## config.mk

```make
export PLATFORM = sky130hd
export DESIGN_NAME = pmfb_ctrl
export DESIGN_NICKNAME = d
export VERILOG_FILES = /design/src/hdl/assert_macros.svh /design/src/hdl/pmfb_pkg.sv /design/src/hdl/pmfb_ctrl.sv
export SDC_FILE = /design/constraint.sdc
export NUM_CORES = 1
export LEC_CHECK = 0
export ABC_AREA = 1
export BUFFER_PORTS_ARGS = -buffer_cell sky130_fd_sc_hd__buf_4
export CAP_MARGIN = 0
export CORE_AREA = 2 2 39 41
export DETAILED_ROUTE_END_ITERATION = 16
export DIE_AREA = 0 0 41 43
export PLACE_DENSITY = 0.7
export SLEW_MARGIN = 20
export SYNTH_ARGS = -nofsm -noshare
export SYNTH_HDL_FRONTEND = slang
export SYNTH_SLANG_ARGS = --single-unit
```

## constraint.sdc

```tcl
create_clock -name i_clk -period 1.6 [get_ports i_clk]
set_input_delay 0.16 -clock i_clk [delete_from_list [all_inputs] [get_ports i_clk]]
set_output_delay 0.16 -clock i_clk [all_outputs]
set_load 0.05 [all_outputs]
```

## src/hdl/assert_macros.svh

```systemverilog
// Assertion macros shared by the framebuffer blitter RTL.
// Each macro expects i_clk and i_rst_n in the scope where it is used.
`ifndef ASSERT_MACROS_SVH
`define ASSERT_MACROS_SVH

`ifndef NO_ASSERTIONS

// Same-cycle implication, checked on every clock edge out of reset.
`define ASSERT_IMPL(label, ante, cons) \
    label: assert property (@(posedge i_clk) disable iff (!i_rst_n) (ante) |-> (cons)) \
        else $error("assertion failed");

// Next-cycle implication, checked on every clock edge out of reset.
`define ASSERT_NEXT(label, ante, cons) \
    label: assert property (@(posedge i_clk) disable iff (!i_rst_n) (ante) |=> (cons)) \
        else $error("assertion failed");

`else

`define ASSERT_IMPL(label, ante, cons)
`define ASSERT_NEXT(label, ante, cons)

`endif

`endif

```

## src/hdl/pmfb_pkg.sv

```systemverilog
// Shared types and constants for the paged monochrome framebuffer blitter.
// Used by the controller, the datapath and the top level; depends on nothing.
package pmfb_pkg;

    // Screen geometry: pages of eight pixel rows, one byte per column.
    localparam int SCREEN_COLS  = 128;
    localparam int SCREEN_PAGES = 8;
    localparam int STORE_BYTES  = SCREEN_COLS * SCREEN_PAGES;
    localparam int ADDR_W       = $clog2(STORE_BYTES);
    localparam int COL_W        = $clog2(SCREEN_COLS);
    localparam int PAGE_W       = (SCREEN_PAGES > 1) ? $clog2(SCREEN_PAGES) : 1;

    // Request codes.
    typedef enum logic [2:0] {
        REQ_CLEAR      = 3'd0,
        REQ_PUT_PIXEL  = 3'd1,
        REQ_BLIT_START = 3'd2,
        REQ_BLIT_DATA  = 3'd3,
        REQ_READ_BYTE  = 3'd4
    } t_req;

    // Commands from the controller to the datapath.
    typedef struct packed {
        logic accept;    // latch a new request
        logic clr_wr;    // write zero at the clear counter and advance it
        logic rd_top;    // read the target byte
        logic wr_top;    // write the modified target byte
        logic rd_bot;    // read the byte one page below
        logic wr_bot;    // write the modified lower byte
        logic cap_read;  // capture read data as the result
    } t_cmd;

    // Status from the datapath to the controller.
    typedef struct packed {
        logic top_ok;    // the target byte is to be accessed
        logic bot_ok;    // the lower byte is to be written too
        logic is_read;   // the latched request is a byte read
        logic clr_last;  // the clear counter is at the last address
    } t_stat;

endpackage

```

## src/hdl/pmfb_ctrl.sv

```systemverilog
// Controller state machine of the framebuffer blitter.
// Sequences clear sweeps and read-modify-write accesses; uses pmfb_pkg.
module pmfb_ctrl (
    input  logic            i_clk,
    input  logic            i_rst_n,
    input  logic            i_start,
    input  logic [2:0]      i_req_type,
    input  pmfb_pkg::t_stat i_stat,
    output pmfb_pkg::t_cmd  o_cmd,
    output logic            o_busy,
    output logic            o_result_valid
);
    import pmfb_pkg::*;

    typedef enum logic [6:0] {
        S_IDLE   = 7'b0000001,
        S_CLR    = 7'b0000010,
        S_RD_TOP = 7'b0000100,
        S_WR_TOP = 7'b0001000,
        S_RD_BOT = 7'b0010000,
        S_WR_BOT = 7'b0100000,
        S_FIN    = 7'b1000000
    } t_state;

    t_state r_state, n_state;
    logic   r_init, n_init;

    // State and init flag. Reset starts a silent sweep that zeroes the store.
    always_ff @(posedge i_clk) begin
        if (!i_rst_n) begin
            r_state <= S_CLR;
            r_init  <= 1'b1;
        end else begin
            r_state <= n_state;
            r_init  <= n_init;
        end
    end

    // Next state and command decode.
    always_comb begin
        n_state = r_state;
        n_init  = r_init;
        o_cmd   = '0;
        case (r_state)
            S_IDLE: begin
                if (i_start) begin
                    o_cmd.accept = 1'b1;
                    case (t_req'(i_req_type))
                        REQ_CLEAR:     n_state = S_CLR;
                        REQ_PUT_PIXEL: n_state = S_RD_TOP;
                        REQ_BLIT_DATA: n_state = S_RD_TOP;
                        REQ_READ_BYTE: n_state = S_RD_TOP;
                        default:       n_state = S_FIN;
                    endcase
                end
            end
            S_CLR: begin
                o_cmd.clr_wr = 1'b1;
                if (i_stat.clr_last) begin
                    n_state = r_init ? S_IDLE : S_FIN;
                    n_init  = 1'b0;
                end
            end
            S_RD_TOP: begin
                if (i_stat.top_ok) begin
                    o_cmd.rd_top = 1'b1;
                    n_state      = S_WR_TOP;
                end else begin
                    n_state = S_FIN;
                end
            end
            S_WR_TOP: begin
                if (i_stat.is_read) begin
                    o_cmd.cap_read = 1'b1;
                    n_state        = S_FIN;
                end else begin
                    o_cmd.wr_top = 1'b1;
                    n_state      = i_stat.bot_ok ? S_RD_BOT : S_FIN;
                end
            end
            S_RD_BOT: begin
                o_cmd.rd_bot = 1'b1;
                n_state      = S_WR_BOT;
            end
            S_WR_BOT: begin
                o_cmd.wr_bot = 1'b1;
                n_state      = S_FIN;
            end
            S_FIN: begin
                n_state = S_IDLE;
            end
            default: begin
                n_state = S_IDLE;
            end
        endcase
    end

    assign o_busy         = (r_state != S_IDLE);
    assign o_result_valid = (r_state == S_FIN);

endmodule

```

## Word level (Yosys, flattened, before mapping)

Cells that the tools add are included.

- Register bits: 8
- Input port bits: 10
- Output and inout port bits: 9

- Equal/unequal tests: 13
- Mux-type cells: 19
- Reduce and logical (&&, ||, !) cells: 4

Operators by type and width:

| operator | count |
|---|---|
| $mux 7 | 6 |
| $pmux 7 s6 | 1 |
| $pmux 7 s2 | 1 |
| $mux 1 | 11 |
| $eq 7x1->1 const B | 1 |
| $eq 7x2->1 const B | 1 |
| $eq 7x3->1 const B | 1 |
| $eq 7x4->1 const B | 1 |
| $eq 7x5->1 const B | 1 |
| $eq 7x6->1 const B | 1 |
| $eq 7x7->1 const B | 1 |
| $ne 7x1->1 const B | 1 |
| $ne 2x2->1 const B | 2 |
| $reduce_and 2->1 | 2 |
| $eq 3x1->1 const B | 1 |
| $eq 3x2->1 const B | 1 |
| $eq 3x3->1 const B | 1 |
| $logic_not 3->1 | 1 |
| $reduce_or 3->1 | 1 |

## Logic depth before layout (Yosys ltp)

Gate-level depths: netlist of run 1.

- Depth after elaboration: 5
- Gate-level depth with buffers: 10

## Worst setup path before layout of run 1

OpenSTA, ideal clock, no wires.

- Path kind: reg2out
- Start point: reg r_state[1]
- End point: out o_result_valid
- Data arrival time: 2.006 ns
- Data required time: 1.440 ns
- Slack: -0.566 ns
- Cell stages (with the launch flop): 4
- Cells stage by stage: dfxtp_1 > nor2_1 > nand2_1 > nor4_1

- Cells in the longest elaborated chain, start to end: 1

Ends and longest elaborated chain:

| element | RTL line | text |
|---|---|---|
| start, declared | pmfb_ctrl.sv:25 | `t_state r_state, n_state;` |
| start signal, assigned | pmfb_ctrl.sv:34 | `r_state <= n_state;` |
| $eq 7x7->1 | pmfb_ctrl.sv:99 | `assign o_result_valid = (r_state == S_FIN);` |
| end, declared | pmfb_ctrl.sv:11 | `output logic o_result_valid` |

No other way between the ends.

==> impl_results.md, run 1 <==
* Synthesized area at between 500 and 600 sq um
* Htree depth at 1
* Final Hold Slack at 142.5 ps
* First-pass GRT wire length at 2.014 mm
* Core outline area at roughly 1400 sq um
* Clock Pin Slew Worst Setup and Hold Paths at 50 ps
* Dpl ws at 310.3 ps
* Cts bufs inserted at 3
* Clk_lat worst skew at 250 ps
* Max capacitance violation total at 0
* Capturing point of the worst reg2reg path: r_state[0]
* Antenna violations before repair at 0
* Post-Synth Simple-Gate Area at around 54%
* Final min period at 1524 ps
* Final WS setup at 75.93 ps
* Commonest cells after routing, fill and taps aside: inv_1, nor2_1, buf_4
* R2R cell count at 10
* Mux contribution to synthesized area at 0%
* Rows at 14
* Max Clk Rate at 656.1 MHz
* Area leader, netlist: dfxtp_1
* Worst clock skew at 2.127 ps
* Worst-margin pin slew at ~210 ps
* Fraction of layout cells with a size suffix above 1 at 37.07%
* Worst Hold Endpoint: r_init
* Detailed Route WL at approximately 1.3 mm
* Remaining global-route overflow at 0
* Avg WL per Cell at 9.606 microns
* Router iterations before antenna repair at 4
* Seq cells post-synth at 8
* Pins Over Slew Limit at 0
* Mapped Cells at 94
* # hold bufs at CTS at 0
* Synth Area in XOR/XNOR at 0%
* CTS tree: done
* Starting Density at 41.14%
* Remaining DRCs at 0
* Vias at 637
* Ys Warns at 0
* Via-to-Cell Ratio at around 4.8
* Root buf cell: clkbuf_4
* # port buffers at 18
* Compound-cell area share of the yosys netlist at 3.956%
* Crit Path Category: reg2out
* Tcrit/Tclk final at between 90% and 100%
* Slew Limit Headroom at 85.76%
* Die width at 41 microns
* Gpl congestion at 0.8710
* Most common cell after layout, fill and taps aside: inv_1
* Post-Synthesis Net Count at 104
* Clock Path Buffers at 2
* Post-Synth Adder-Cell Area at 0%
* CP Launch Type: register
* Req. time, crit path at roughly 1400 ps
* Hold path depth at 2
* Outcome: completed
* P_leak at 0.0003961 uW
* Vias in the first global route at ~530
* Power density over the cells at 758.9 nW/um^2
* Largest net degree at the start of global routing at 7
* Worst R2R Start: r_state[0]
* Initial drt markers at 14
* Antenna diode count at 0
* Die Y at 43 microns
* Fin area at ~800 sq um
* Syn-to-layout area delta at 40.00%
* Crit Path Max Fanout at 6
* Reg-to-reg setup timing slack at 340 ps
* Worst VDD drop at 367.2 uV
* I/O pin count at 19
* Post-synthesis sequential area ratio at 28.13%
* Gr usage total at 16.68%
* Clk sinks at 8
* Nature of the critical path endpoint: output port
* Post-DP Area at about 740 sq um
* Largest cells by area after synthesis: dfxtp_1, nor2_1, inv_1
* Largest family of logic cells by synthesized area: simple AND/OR/NAND/NOR gates
* Total die area at 1763 sq um
* Post-route ant nets at 0
* Netlist cell types at 17
* Final Power at between 600 and 700 uW
* Post-Syn Area per Cell at 6.056 sq um
* HP Class: in2reg
* Arr. time, crit path at 1360 ps
* Post-synth top area share at 28.13%
* Final Hold Vio Count at 0
* Final #Nets at 128
* HPWL Detailed at 1.004 mm
* Final setup vio count at 0
* Hold wc startpoint: i_rst_n
[cell type report]
cell class              instances  area, sq um
fillers                       134        586.8
multi-input cells              65        361.6
well taps                      16        20.02
inverters                      21        78.83
flip-flops and latches          8        163.9
repair buffers                 19        150.1
clock buffers                   3        22.52
[report_power, final]
group	internal [uW]	leakage [uW]	switching (uW)	total (uW)
Sequential	214	0.0000667	10.6	225
Combinational	80.1	0.000316	146	226
Clock	85.8	0.0000138	68.7	155
[metrics by stage]
| stage | utilization, % | TNS [ps] | std cells |
|---|---|---|---|
| after floorplan | - | -10.16 | 94 |
| after global placement | 53.71 | 0 | 128 |
| after detailed placement | 53.71 | 0 | 128 |
| after CTS | 55.33 | 0 | 131 |
| after global routing | 57.59 | -2.961 | 132 |
| final | 57.59 | 0 | 132 |
[per-layer routing]
layer / part of all wire [%] / track usage, %
met3: 6.6 / 3.141
met2: 49 / 24.38
met5: 0 / 0
met1: 42 / 22.58
met4: 1.7 / 8.000
[worst max-delay path by stage]
stage	from	end	slack, ps
finish	r_state[4]	o_cmd[3]	80
CTS	r_state[3]	o_cmd[6]	40
floorplan	r_state[1]	o_result_valid	-10
global placement	r_state[4]	o_cmd[6]	320
global route	r_state[1]	o_cmd[0]	-3
detailed placement	r_state[3]	o_cmd[6]	310
[critical path: stages (launching register included)]
cell     delay [ps]
dfxtp_1         360
nor2_4          130
nand2_4         100
nor2_2          140
inv_1            80
nor2_1          100
buf_4           200
[registers in the layout, indices dropped and copies added (netlist names)]
name and count:
r_state 7, r_init 1
[kinds of logic after synthesis]
group	after synthesis
AO/OA/AOI/OAI	4
AND/OR/NAND/NOR	61
buffers and inverters	21
flip-flops	8
[synth_stat cells]
cell type	count
a21oi_1	1
dfxtp_1	8
inv_1	20
inv_2	1
nand2_1	16
nand2_2	3
nand2_4	2
nand3_1	7
nand3_2	1
nor2_1	23
nor2_2	1
nor2_4	2
nor2_8	1
nor3_1	4
nor4_1	1
o211ai_1	1
o21ai_0	2
[what timing repair did]
action | CTS | global route
setup buffers | 0 | 1
endpoints found under the setup margin | 0 | 5
resized for setup | 0 | 9
hold endpoints to repair | 0 | 0
No activity file was read; power rests on OpenSTA's default activity.
==> run 2, diff against run 1 <==
--- a/config.mk
+++ b/config.mk
@@ -8,10 +8,10 @@
 export ABC_AREA = 1
 export BUFFER_PORTS_ARGS = -buffer_cell sky130_fd_sc_hd__buf_4
 export CAP_MARGIN = 0
-export CORE_AREA = 2 2 39 41
+export CORE_MARGIN = 1
+export CORE_UTILIZATION = 24
 export DETAILED_ROUTE_END_ITERATION = 16
-export DIE_AREA = 0 0 41 43
-export PLACE_DENSITY = 0.7
+export PLACE_DENSITY = 0.45
 export SLEW_MARGIN = 20
 export SYNTH_ARGS = -nofsm -noshare
 export SYNTH_HDL_FRONTEND = slang
==> run 2 against run 1 <==
Effect of this change: routed wire length grew 1.7%; clock-buffer cell count is the same; critical path type unchanged; sequential cell count did not move; critical endpoint is now o_cmd[6]; final cell count increased by 9.8%.
==> impl_results.md, run 2 (synthesized netlist as in run 1, its figures left out) <==
* RSZ-0062 raised after global routing: yes
* Final setup vio count at 0 (unchanged)
* Slew Limit Headroom at 86.45% (+0.68 points)
* Starting Density at 25.49% (-16 points)
* Core outline area at 2233 sq um (+61%)
* Crit Path Category: reg2out
* Nature of the critical path endpoint: output port
* Max Clk Rate at 654.8 MHz (-0.20%)
* Commonest cells after routing, fill and taps aside: inv_1, nor2_1, nand2_1, buf_4, nand3_1
* Most common cell after layout, fill and taps aside: inv_1
* Fin area at 825.8 sq um (+3.6%)
* P_leak at 0.0004017 uW (+1.4%)
* HP Class: in2reg
* Gr usage total at 11.44% (-5.2 points)
* Crit Path Max Fanout at 5 (-1)
* Rows at 17 (+3)
* Post-route ant nets at 0 (unchanged)
* Die Y at 50.71 microns (+18%)
* Final Hold Vio Count at 0 (unchanged)
* Top flop regs: r_state (7), r_init (1)
* Pins Over Slew Limit at 0 (unchanged)
* Final min period at 1527 ps (+3.057 ps)
* Setup crit start: r_state[0]
* Max FFs per register at 7 (unchanged)
* Post-DP Area at 758.2 sq um (+2.0%)
* Power density over the cells at 729.8 nW/um^2 (-3.8%)
* Vias in the first global route at 508 (-3.8%)
* Total die area at 2571 sq um (+46%)
* Outcome: completed
* Antenna diode count at 0 (unchanged)
* Root buf cell: clkbuf_4
* Router iterations before antenna repair at 4 (unchanged)
* Dpl ws at 293.6 ps (-16.67 ps)
* Fraction of layout cells with a size suffix above 1 at 36.75% (-0.32 points)
* R2R cell count at 10 (unchanged)
* Final Hold Slack at 152.5 ps (+10.03 ps)
* Avg WL per Cell at 8.897 microns (-7.4%)
* Initial drt markers at 2 (-12)
* Tcrit/Tclk final at 95.45% (+0.19 points)
* CP Launch Type: register
* Die width at 50.71 microns (+24%)
* First-pass GRT wire length at 2.056 mm (+2.1%)
* I/O pin count at 19 (unchanged)
* Clk sinks at 8 (unchanged)
* TNS Setup at 0 ps (unchanged)
* Worst R2R Start: r_state[0]
* Hold path depth at 2 (unchanged)
* Clk_lat worst skew at 250 ps (about the same)
* Htree depth at 1 (unchanged)
* Antenna violations before repair at 0 (unchanged)
* Vias at 609 (-4.4%)
* CTS tree: done
* Crit path cell chain: inv_1, nor2_1, nand2_1, nor2_4, inv_1, nor2_4, buf_6
* Via-to-Cell Ratio at 4.200 (-13%)
* Detailed Route WL at 1.290 mm (+1.7%)
* Most flop-heavy register: r_state
* Max capacitance violation total at 0 (unchanged)
* Final WS setup at 72.87 ps (-3.057 ps)
* Cts bufs inserted at 3 (unchanged)
* Clock Pin Slew Worst Setup and Hold Paths at 50 ps (about the same)
* Worst-margin pin slew at 201.8 ps (-11.48 ps)
* Remaining DRCs at 0 (unchanged)
* Arr. time, crit path at 1370 ps (about the same)
* Worst stage delay on the critical path at 360 ps (about the same)
* Hold wc startpoint: i_rst_n
* Remaining global-route overflow at 0 (unchanged)
* HPWL Detailed at 1.090 mm (+8.6%)
* Fin util at 36.97% (-21 points)
* Worst VDD drop at 354.0 uV (-3.6%)
* Final #Nets at 129 (+0.78%)
* # port buffers at 18 (unchanged)
* Worst clock skew at 5.741 ps (+3.614 ps)
* Largest net degree at the start of global routing at 7 (unchanged)
* Gpl congestion at 0.7648 (-12%)
* Clock Path Buffers at 2 (unchanged)
* Req. time, crit path at 1440 ps (about the same)
* CP max stage cell: dfxtp_1
* Syn-to-layout area delta at 45.05%
run 2: per-stage QoR:
stage / std cells / total power [uW]
floorplan: 94 / 387.5
global placement: 140 / 447.5
detailed placement: 140 / 445.7
CTS: 143 / 598.6
global route: 145 / 650.7
finish: 145 / 602.7
run 2: final timing paths:
check | endpoint | slack [ps]
max | o_cmd[6] | 70
min | r_state[1] | 150
max reg2reg | r_state[0] | 310
min reg2reg | r_init | 510
run 2: worst max-delay path: cells and delay by family (launching register included):
| family | cells | cell delay [ps] |
|---|---|---|
| and+or+nand+nor | 4 | 430 |
| buffers and inverters | 3 | 320 |
| DFF | 1 | 360 |
run 2: cell type report:
class / count / area [sq um]
Fill cell: 260 / 1408
Timing Repair Buffer: 20 / 165.2
Inverter: 21 / 78.83
Sequential cell: 8 / 162.7
Clock buffer: 3 / 22.52
Multi-Input combinational cell: 65 / 361.6
Tap cell: 28 / 35.03
run 2: what timing repair did:
item | CTS | global route
gates resized for setup | 0 | 10
buffers inserted | 0 | 2
endpoints found under the setup margin | 0 | 4
hold buffers | 0 | 0
run 2: per-layer routing:
| metal | vias to the layer above | share of wire [%] | GRT usage (%) |
|---|---|---|---|
| met5 | - | 0 | 0 |
| met4 | 0 | 0.93 | 5.556 |
| met3 | 2 | 5.6 | 4.545 |
| met2 | 18 | 47 | 17.33 |
| met1 | 259 | 47 | 13.92 |
| li1 | 330 | - | - |
run 2: power breakdown:
group | switching (uW) | total [uW] | internal [uW]
Combinational | 147 | 229 | 82.9
Sequential | 10.7 | 224 | 213
Clock | 63.9 | 149 | 85.5
Total | 221 | 603 | 382
